**src/sv/assert_macros.svh**
```systemverilog
// ----------------------------------------------------------------------------
// assert_macros.svh
// Concurrent assertion helpers shared by the RTL. They compile to nothing
// when SYNTHESIS is defined.
// ----------------------------------------------------------------------------
`ifndef ASSERT_MACROS_SVH
`define ASSERT_MACROS_SVH

`ifndef SYNTHESIS

// Same-cycle implication, checked outside reset
`define ASSERT_IMPL(label, clk, rst, ante, cons) \
  label: assert property (@(posedge clk) disable iff (rst) (ante) |-> (cons)) \
    else $error("assertion failed: implication");

// Next-cycle implication, checked outside reset
`define ASSERT_NEXT(label, clk, rst, ante, cons) \
  label: assert property (@(posedge clk) disable iff (rst) (ante) |=> (cons)) \
    else $error("assertion failed: next-cycle implication");

`else

`define ASSERT_IMPL(label, clk, rst, ante, cons)
`define ASSERT_NEXT(label, clk, rst, ante, cons)

`endif

`endif

```
**src/sv/rmsc_pkg.sv**
```systemverilog
// ----------------------------------------------------------------------------
// rmsc_pkg
// Shared types, widths and the Liu-Layland bound generator for the
// rate-monotonic schedulability check.
// ----------------------------------------------------------------------------
package rmsc_pkg;

  localparam int PERIOD_W      = 16;
  localparam int EXEC_W        = 16;
  localparam int SUM_W         = 24;
  localparam int SLOT_OUT_W    = 3;
  localparam int RANK_OUT_W    = 4;
  localparam int DEF_MAX_TASKS = 8;
  localparam int DEF_FRAC_BITS = 16;
  localparam int ROOT_FRAC     = 30;
  localparam int ROOT_STEPS    = 32;
  localparam int MAX_TASK_LIM  = 32;

  localparam logic [SUM_W-1:0] SUM_MAX = {SUM_W{1'b1}};

  // Sequencer states
  typedef enum logic [2:0] {
    ST_IDLE,
    ST_DIV,
    ST_ACC,
    ST_CHECK,
    ST_SCAN,
    ST_EMIT
  } rmsc_state_t;

  // Divider status toward the sequencer
  typedef struct packed {
    logic busy;
    logic done;
  } div_stat_t;

  // Bound for k tasks: k*(2^(1/k)-1), root found by bisection in Q2.30,
  // power by repeated truncating multiplication. Evaluated at elaboration.
  function automatic logic [SUM_W-1:0] ll_bound(input int k, input int frac);
    longint unsigned one;
    longint unsigned lo;
    longint unsigned hi;
    longint unsigned mid;
    longint unsigned p;
    longint unsigned b;
    bit              over;
    int              s;
    int              i;
    one = 64'd1 << ROOT_FRAC;
    lo  = one;
    hi  = one << 1;
    for (s = 0; s < ROOT_STEPS; s++) begin
      if (lo < hi) begin
        mid  = lo + ((hi - lo + 64'd1) >> 1);
        p    = one;
        over = 1'b0;
        for (i = 0; i < MAX_TASK_LIM; i++) begin
          if (i < k && !over) begin
            p = (p * mid) >> ROOT_FRAC;
            if (p > (one << 1)) over = 1'b1;
          end
        end
        if (p <= (one << 1)) lo = mid;
        else hi = mid - 64'd1;
      end
    end
    b = (longint'(k) * (lo - one)) >> (ROOT_FRAC - frac);
    if (b > 64'(SUM_MAX)) b = 64'(SUM_MAX);
    return b[SUM_W-1:0];
  endfunction

endpackage

```
**src/sv/rmsc_divider.sv**
```systemverilog
// ----------------------------------------------------------------------------
// rmsc_divider
// Restoring radix-2 divider: one quotient bit per cycle. A zero divisor
// gives an all-ones quotient.
// ----------------------------------------------------------------------------
module rmsc_divider #(
  parameter int FRAC_BITS = rmsc_pkg::DEF_FRAC_BITS
) (
  input  logic                                      clk,
  input  logic                                      rst,
  input  logic                                      start,
  input  logic [rmsc_pkg::EXEC_W+FRAC_BITS-1:0]     dividend,
  input  logic [rmsc_pkg::PERIOD_W-1:0]             divisor,
  output logic [rmsc_pkg::EXEC_W+FRAC_BITS-1:0]     quotient,
  output rmsc_pkg::div_stat_t                       stat
);
  import rmsc_pkg::*;

  localparam int QW    = EXEC_W + FRAC_BITS;
  localparam int CNT_W = $clog2(QW + 1);

  logic [QW-1:0]       dvd;
  logic [QW-1:0]       quo;
  logic [PERIOD_W-1:0] dsr;
  logic [PERIOD_W-1:0] rem;
  logic [CNT_W-1:0]    cnt;
  logic                busy;
  logic                done;

  logic [PERIOD_W:0]   rem_sh;
  logic [PERIOD_W+1:0] diff;
  logic                ge;

  // Trial subtraction of the shifted partial remainder
  always_comb begin
    rem_sh = {rem, dvd[QW-1]};
    diff   = {1'b0, rem_sh} - {2'b00, dsr};
    ge     = ~diff[PERIOD_W+1];
  end

  // Control
  always_ff @(posedge clk) begin
    if (rst) begin
      busy <= 1'b0;
      done <= 1'b0;
      cnt  <= '0;
    end else begin
      done <= 1'b0;
      if (start) begin
        busy <= 1'b1;
        cnt  <= CNT_W'(QW);
      end else if (busy) begin
        cnt <= cnt - 1'b1;
        if (cnt == CNT_W'(1)) begin
          busy <= 1'b0;
          done <= 1'b1;
        end
      end
    end
  end

  // Datapath
  always_ff @(posedge clk) begin
    if (start) begin
      dvd <= dividend;
      dsr <= divisor;
      rem <= '0;
      quo <= '0;
    end else if (busy) begin
      dvd <= {dvd[QW-2:0], 1'b0};
      rem <= ge ? diff[PERIOD_W-1:0] : rem_sh[PERIOD_W-1:0];
      quo <= {quo[QW-2:0], ge};
    end
  end

  assign quotient  = quo;
  assign stat.busy = busy;
  assign stat.done = done;

endmodule

```
**src/sv/rate_monotonic_schedulability_check_core.sv**
```systemverilog
// ----------------------------------------------------------------------------
// rate_monotonic_schedulability_check_core
// Liu-Layland utilization test over a set of periodic tasks.
// ----------------------------------------------------------------------------
// Usage:
//   Input channel (in_valid / in_stall) carries one task per transfer:
//   period, execution time and a final-task flag. Output channel
//   (out_valid / out_stall) returns one result per task once a run closes,
//   in ascending period order (ties in arrival order).
//   For each task the serial divider yields one quotient bit per cycle,
//   and in_stall stays high until the term is summed.
//   A run closes on final_task or on the MAX_TASKS-th task. Then the
//   CHECK state tests the sum against the bound table, and each of the n
//   results takes a scan of the n stored periods before it is offered
//   on the output.
//   The block takes no new task until the last result has been transferred.
//   A stalled result holds until taken.
//   Reset (rst, synchronous) empties the task set and clears the sum.
// ----------------------------------------------------------------------------
`include "assert_macros.svh"

module rate_monotonic_schedulability_check_core #(
  parameter int MAX_TASKS = rmsc_pkg::DEF_MAX_TASKS,
  parameter int FRAC_BITS = rmsc_pkg::DEF_FRAC_BITS
) (
  input  logic                              clk,
  input  logic                              rst,
  input  logic                              in_valid,
  output logic                              in_stall,
  input  logic [rmsc_pkg::PERIOD_W-1:0]     task_period,
  input  logic [rmsc_pkg::EXEC_W-1:0]       task_exec_time,
  input  logic                              final_task,
  output logic                              out_valid,
  input  logic                              out_stall,
  output logic [rmsc_pkg::SLOT_OUT_W-1:0]   task_slot,
  output logic [rmsc_pkg::RANK_OUT_W-1:0]   priority_rank,
  output logic                              viable,
  output logic [rmsc_pkg::SUM_W-1:0]        utilization_q16,
  output logic                              last_result
);
  import rmsc_pkg::*;

  localparam int QW     = EXEC_W + FRAC_BITS;
  localparam int SLOT_W = (MAX_TASKS > 1) ? $clog2(MAX_TASKS) : 1;
  localparam int CNT_W  = $clog2(MAX_TASKS + 1);
  localparam int KEY_W  = PERIOD_W + SLOT_W;

  rmsc_state_t state, state_next;

  // Bound table, one entry per task count
  logic [SUM_W-1:0] bound_rom [MAX_TASKS+1];
  assign bound_rom[0] = '0;
  for (genvar k = 1; k <= MAX_TASKS; k++) begin : g_bound
    localparam logic [SUM_W-1:0] BOUND = ll_bound(k, FRAC_BITS);
    assign bound_rom[k] = BOUND;
  end

  logic [PERIOD_W-1:0] period_store [MAX_TASKS];
  logic [CNT_W-1:0]    count;
  logic [SUM_W-1:0]    sum;
  logic                final_q;
  logic                viable_q;
  logic [SLOT_W-1:0]   scan_idx;
  logic [CNT_W-1:0]    rank;
  logic                first;
  logic                best_valid;
  logic [KEY_W-1:0]    best_key;
  logic [KEY_W-1:0]    prev_key;

  logic                in_xfer;
  logic                out_xfer;
  logic                div_start;
  logic [QW-1:0]       quotient;
  div_stat_t           div_stat;

  logic [CNT_W-1:0]    count_inc;
  logic                run_end;
  logic [QW:0]         sum_wide;
  logic [SUM_W-1:0]    sum_sat;
  logic [KEY_W-1:0]    cand_key;
  logic                take;
  logic                scan_last;
  logic                is_last;

  assign in_xfer  = in_valid && !in_stall;
  assign out_xfer = out_valid && !out_stall;

  // Shared divider: (exec << FRAC_BITS) / period
  rmsc_divider #(
    .FRAC_BITS (FRAC_BITS)
  ) u_div (
    .clk      (clk),
    .rst      (rst),
    .start    (div_start),
    .dividend ({task_exec_time, {FRAC_BITS{1'b0}}}),
    .divisor  (task_period),
    .quotient (quotient),
    .stat     (div_stat)
  );

  // Saturating accumulate and run-close detection
  always_comb begin
    count_inc = count + 1'b1;
    run_end   = final_q || (count_inc == CNT_W'(MAX_TASKS));
    sum_wide  = {{(QW + 1 - SUM_W){1'b0}}, sum} + {1'b0, quotient};
    sum_sat   = (sum_wide > (QW + 1)'(SUM_MAX)) ? SUM_MAX : sum_wide[SUM_W-1:0];
  end

  // Scan: next smallest (period, slot) key above the last one emitted
  always_comb begin
    cand_key  = {period_store[scan_idx], scan_idx};
    take      = (first || (cand_key > prev_key)) && (!best_valid || (cand_key < best_key));
    scan_last = ((CNT_W'(scan_idx) + 1'b1) == count);
    is_last   = (rank == count);
  end

  // Next state
  always_comb begin
    state_next = state;
    case (state)
      ST_IDLE:  if (in_xfer) state_next = ST_DIV;
      ST_DIV:   if (div_stat.done) state_next = ST_ACC;
      ST_ACC:   state_next = run_end ? ST_CHECK : ST_IDLE;
      ST_CHECK: state_next = ST_SCAN;
      ST_SCAN:  if (scan_last) state_next = ST_EMIT;
      ST_EMIT:  if (out_xfer) state_next = is_last ? ST_IDLE : ST_SCAN;
      default:  state_next = ST_IDLE;
    endcase
  end

  // Handshake outputs
  always_comb begin
    in_stall  = (state != ST_IDLE);
    out_valid = (state == ST_EMIT);
    div_start = in_xfer;
  end

  always_ff @(posedge clk) begin
    if (rst) state <= ST_IDLE;
    else     state <= state_next;
  end

  // Control registers
  always_ff @(posedge clk) begin
    if (rst) begin
      count      <= '0;
      sum        <= '0;
      scan_idx   <= '0;
      rank       <= '0;
      first      <= 1'b1;
      best_valid <= 1'b0;
    end else begin
      case (state)
        ST_ACC: begin
          count <= count_inc;
          sum   <= sum_sat;
        end
        ST_CHECK: begin
          scan_idx   <= '0;
          rank       <= CNT_W'(1);
          first      <= 1'b1;
          best_valid <= 1'b0;
        end
        ST_SCAN: begin
          if (take) best_valid <= 1'b1;
          scan_idx <= scan_last ? '0 : scan_idx + 1'b1;
        end
        ST_EMIT: begin
          if (out_xfer) begin
            best_valid <= 1'b0;
            first      <= 1'b0;
            rank       <= rank + 1'b1;
            if (is_last) begin
              count <= '0;
              sum   <= '0;
            end
          end
        end
        default: ;
      endcase
    end
  end

  // Payload registers
  always_ff @(posedge clk) begin
    if (in_xfer) begin
      period_store[count[SLOT_W-1:0]] <= task_period;
      final_q                         <= final_task;
    end
    if (state == ST_CHECK) viable_q <= (sum <= bound_rom[count]);
    if (state == ST_SCAN && take) best_key <= cand_key;
    if (out_xfer) prev_key <= best_key;
  end

  // Result fields, low bits of slot and rank
  logic [SLOT_W+SLOT_OUT_W-1:0] slot_ext;
  logic [CNT_W+RANK_OUT_W-1:0]  rank_ext;
  assign slot_ext        = {{SLOT_OUT_W{1'b0}}, best_key[SLOT_W-1:0]};
  assign rank_ext        = {{RANK_OUT_W{1'b0}}, rank};
  assign task_slot       = slot_ext[SLOT_OUT_W-1:0];
  assign priority_rank   = rank_ext[RANK_OUT_W-1:0];
  assign viable          = viable_q;
  assign utilization_q16 = sum;
  assign last_result     = is_last;

  // Checks
  `ASSERT_IMPL(a_no_accept_while_emit, clk, rst, !in_stall, !out_valid)
  `ASSERT_IMPL(a_div_only_in_div, clk, rst, div_stat.busy, state == ST_DIV)
  `ASSERT_IMPL(a_rank_in_run, clk, rst, out_valid, (rank != '0) && (rank <= count))
  `ASSERT_NEXT(a_run_closes, clk, rst, out_valid && last_result && !out_stall, !out_valid && (count == '0))

endmodule

```
**config.mk**
```make
export PLATFORM = sky130hd
export DESIGN_NAME = rate_monotonic_schedulability_check_core
export DESIGN_NICKNAME = d
export VERILOG_FILES = /design/src/sv/rmsc_pkg.sv /design/src/sv/rmsc_divider.sv /design/src/sv/rate_monotonic_schedulability_check_core.sv
export VERILOG_INCLUDE_DIRS = /design/src /design/src/sv
export SDC_FILE = /design/constraint.sdc
export NUM_CORES = 1
export LEC_CHECK = 0
export BUFFER_PORTS_ARGS = -buffer_cell sky130_fd_sc_hd__buf_2
export CAP_MARGIN = 25
export CORE_MARGIN = 2
export CORE_UTILIZATION = 60
export DETAILED_ROUTE_END_ITERATION = 7
export PLACE_DENSITY_LB_ADDON = 0.05
export SLEW_MARGIN = 20
export SYNTH_ARGS = -nofsm -noshare
export SYNTH_HDL_FRONTEND = slang
export SYNTH_SLANG_ARGS = --single-unit
```
**constraint.sdc**
```tcl
create_clock -name clk -period 9 [get_ports clk]
set_input_delay 1.8 -clock clk [delete_from_list [all_inputs] [get_ports clk]]
set_output_delay 1.8 -clock clk [all_outputs]
set_load 0.02 [all_outputs]
```
==> run_results.csv <==
group,metric,value,unit
clock_network,cts_sinks,299,
critical_path,crit_path_start_kind,"flip-flop",
finish,final_core_util,0.677,
clock_network,cts-resized-gates,0,
floorplan,dieArea,26500,sq um
finish,area_delta_synth_final,11.7,%
clock_network,root_buffer,"clkbuf_16",
critical_path,path_max_fanout,24,
place,place_congestion,0.895,
routing,wire_per_inst,19.2,microns
grt,grt_max_degree,69,
routing,ant_nets,0,
routing,viasPerCell,5.97,
routing,num_vias,10300,
grt,grtUsageTotal,0.257,
yosys,ys.flop_type,"edfxtp_1",
job,timing.max_cap.violations,0,
pwr,power_per_cell_area,187,nW/um^2
min_path,hold_class,"flip-flop to flip-flop",
critical_path,criticalPathCategory,"flip-flop to primary output",
yosys,yosysMostFrequentCell,"edfxtp_1",
clock_network,numCtsBuffers,31,
yosys,syn-cell-area,15100,sq um
grt,grt_first_pass_wirelength,53.7,mm
sta,finalSetupViolations,0,
clock_network,clock_latency,0.56,ns
sta,max_slew_margin,0.309,
yosys,synth.distinct_cells,75,
yosys,synth_area_leaders,"edfxtp_1 40%, dfxtp_1 13%, ha_1 8.7%",
outcome,status,"completed",
sta,fin_tns_setup,0,ns
clock_network,hold_buffers,0,
sta,fin_crit_sh,0.491,
routing,first_iter_violations,866,
grt,antenna_found_initial,1,
floorplan,dieHeight,163,microns
finish,drive_gt1_frac,0.158,
yosys,yosysWarningCount,0,
finish,nets,1520,
sta,tightest_slew,1.04,ns
finish,diodes,0,
routing,finalWirelength,33.2,mm
grt,grt_overflow,0,
yosys,synth_common_cells,"200 x edfxtp_1, 115 x a21oi_1, 112 x nand2_1, 105 x ha_1, 99 x dfxtp_1",
yosys,synth_area_per_cell,11.5,sq um
sta,min_period,4.42,ns
floorplan,start_util,0.607,
floorplan,std_cell_rows,58,
finish,fill_cells,1885,
routing,route.detailed.drc,0,
critical_path,end_kind,"primary output",
grt,first_global_vias,9811,
clock_network,cts_buffer_depth,3,
sta,finalHoldViolCount,0,
pwr,vdd_drop_max,0.169,mV
floorplan,core-area,25000,sq um
yosys,async_reset_ff_frac,0,
place,io_buffers,71,
critical_path,cp.arrival,2.62,ns
yosys,ys_ff_latch,299,
yosys,ys_seq_area_frac,0.528,
critical_path,worstPathRequired,7.20,ns
yosys,synth_edf_count,200,
floorplan,die_x,163,microns
yosys,postSynthCellCount,1311,
routing,dr.pass1.iters,5,
sta,fmax,226,MHz
place,dp_hpwl,22.3,mm
sta,rsz0062_at_grt,"no",
yosys,mappedNetlistNets,1455,
clock_network,cts_tree,"yes",
sta,slew_viol_final,0,
clock_network,cts-htree-levels,1,
floorplan,io_pins,72,
clock_network,post_cts_buffers,0,
sta,finClkSkew,0.0199,ns
clock_network,clkTransAtPathRegs,0.07,ns
yosys,yosys.area.top_type_share,0.397,
pwr,p_leak,0.00665,uW
yosys,synth_area_leader_cell,"edfxtp_1",
## per-layer routing
metal | vias up | global-route usage | routed length, microns
met5 | - | 0 | 11
met2 | 280 | 0.386 | 14300
met3 | 44 | 0.0351 | 1840
met1 | 4993 | 0.402 | 16500
li1 | 5007 | - | -
met4 | 2 | 0.0503 | 578
## power by group
part | switching (uW) | internal, uW
registers | 28.1 | 1510
clock network | 520 | 799
logic | 177 | 130
total | 726 | 2440
## path summary, 6_finish.rpt
path                startpoint           end  slack, ns  cells past startpoint
setup / recovery      count[2]   last_result       4.58                      3
hold / removal    best_key[15]  prev_key[15]       0.44                      0
hold reg to reg   best_key[15]  prev_key[15]       0.44                      0
setup reg to reg     flip-flop   best_key[4]       4.91                     12
## layout make-up
cell class / count / area, sq um / area share
clock inverters: 22 / 265 / 0.0157
flip-flops and latches: 299 / 7990 / 0.473
inverters: 78 / 293 / 0.0173
well taps: 330 / 413 / 0.0244
multi-input cells: 876 / 6660 / 0.394
clock buffers: 34 / 787 / 0.0465
repair buffers: 90 / 505 / 0.0299
## state kept, by name, indices dropped and copies added, names as in the netlist, named ones only
| register | flops |
|---|---|
| period_store | 128 |
| u_div.quotient | 32 |
| utilization_q16 | 24 |
| best_key | 19 |
| prev_key | 19 |
| u_div.dsr | 16 |
| u_div.dvd | 16 |
| u_div.rem | 16 |
| u_div.cnt | 6 |
| count | 4 |
| priority_rank | 4 |
| scan_idx | 3 |
| state | 3 |
| best_valid | 1 |
| final_q | 1 |
| first | 1 |
| u_div.busy | 1 |
| u_div.done | 1 |
| viable | 1 |
## worst max-delay path: stages (launching register included)
cell	delay, ns
dfxtp_1	0.93
xor2_1	0.14
nor4_1	0.71
buf_2	0.30
## kinds of logic after synthesis
| logic type | Yosys count | synth area share |
|---|---|---|
| fa+ha+maj | 107 | 0.0894 |
| simple gates | 325 | 0.0987 |
| xor+xnor | 41 | 0.0237 |
| mux | 95 | 0.0911 |
| compound gates | 308 | 0.133 |
| flops | 299 | 0.528 |
| buf+inv | 136 | 0.0361 |
## through the flow
| stage | setup slack (ns) | hold WS, ns | instances | total power, uW | instance area, sq um |
|---|---|---|---|---|---|
| 3_3_place_gp | 4.95 | 0.429 | 1672 | 1870 | 15800 |
| 4_1_cts | 4.61 | 0.445 | 1729 | 3180 | 16900 |
| 6_report | 4.58 | 0.444 | 1729 | 3170 | 16900 |
| 2_1_floorplan | 4.76 | 0.426 | 1311 | 1790 | 15100 |
| 3_5_place_dp | 4.86 | 0.432 | 1673 | 1870 | 15900 |
| 5_1_grt | 4.44 | 0.458 | 1729 | 3280 | 16900 |
## layout by cell type, fill, tap and decap left out, types with 21 or more instances in the layout
cell / count
a21oi_1: 115
a21o_1: 27
o21ai_0: 54
ha_1: 105
mux2i_1: 43
nor2_1: 93
buf_2: 71
edfxtp_1: 200
clkbuf_16: 31
inv_1: 77
nand2_1: 112
xor2_1: 21
mux4_2: 32
dfxtp_1: 97
Note: power is estimated with default switching activity, not from simulation.
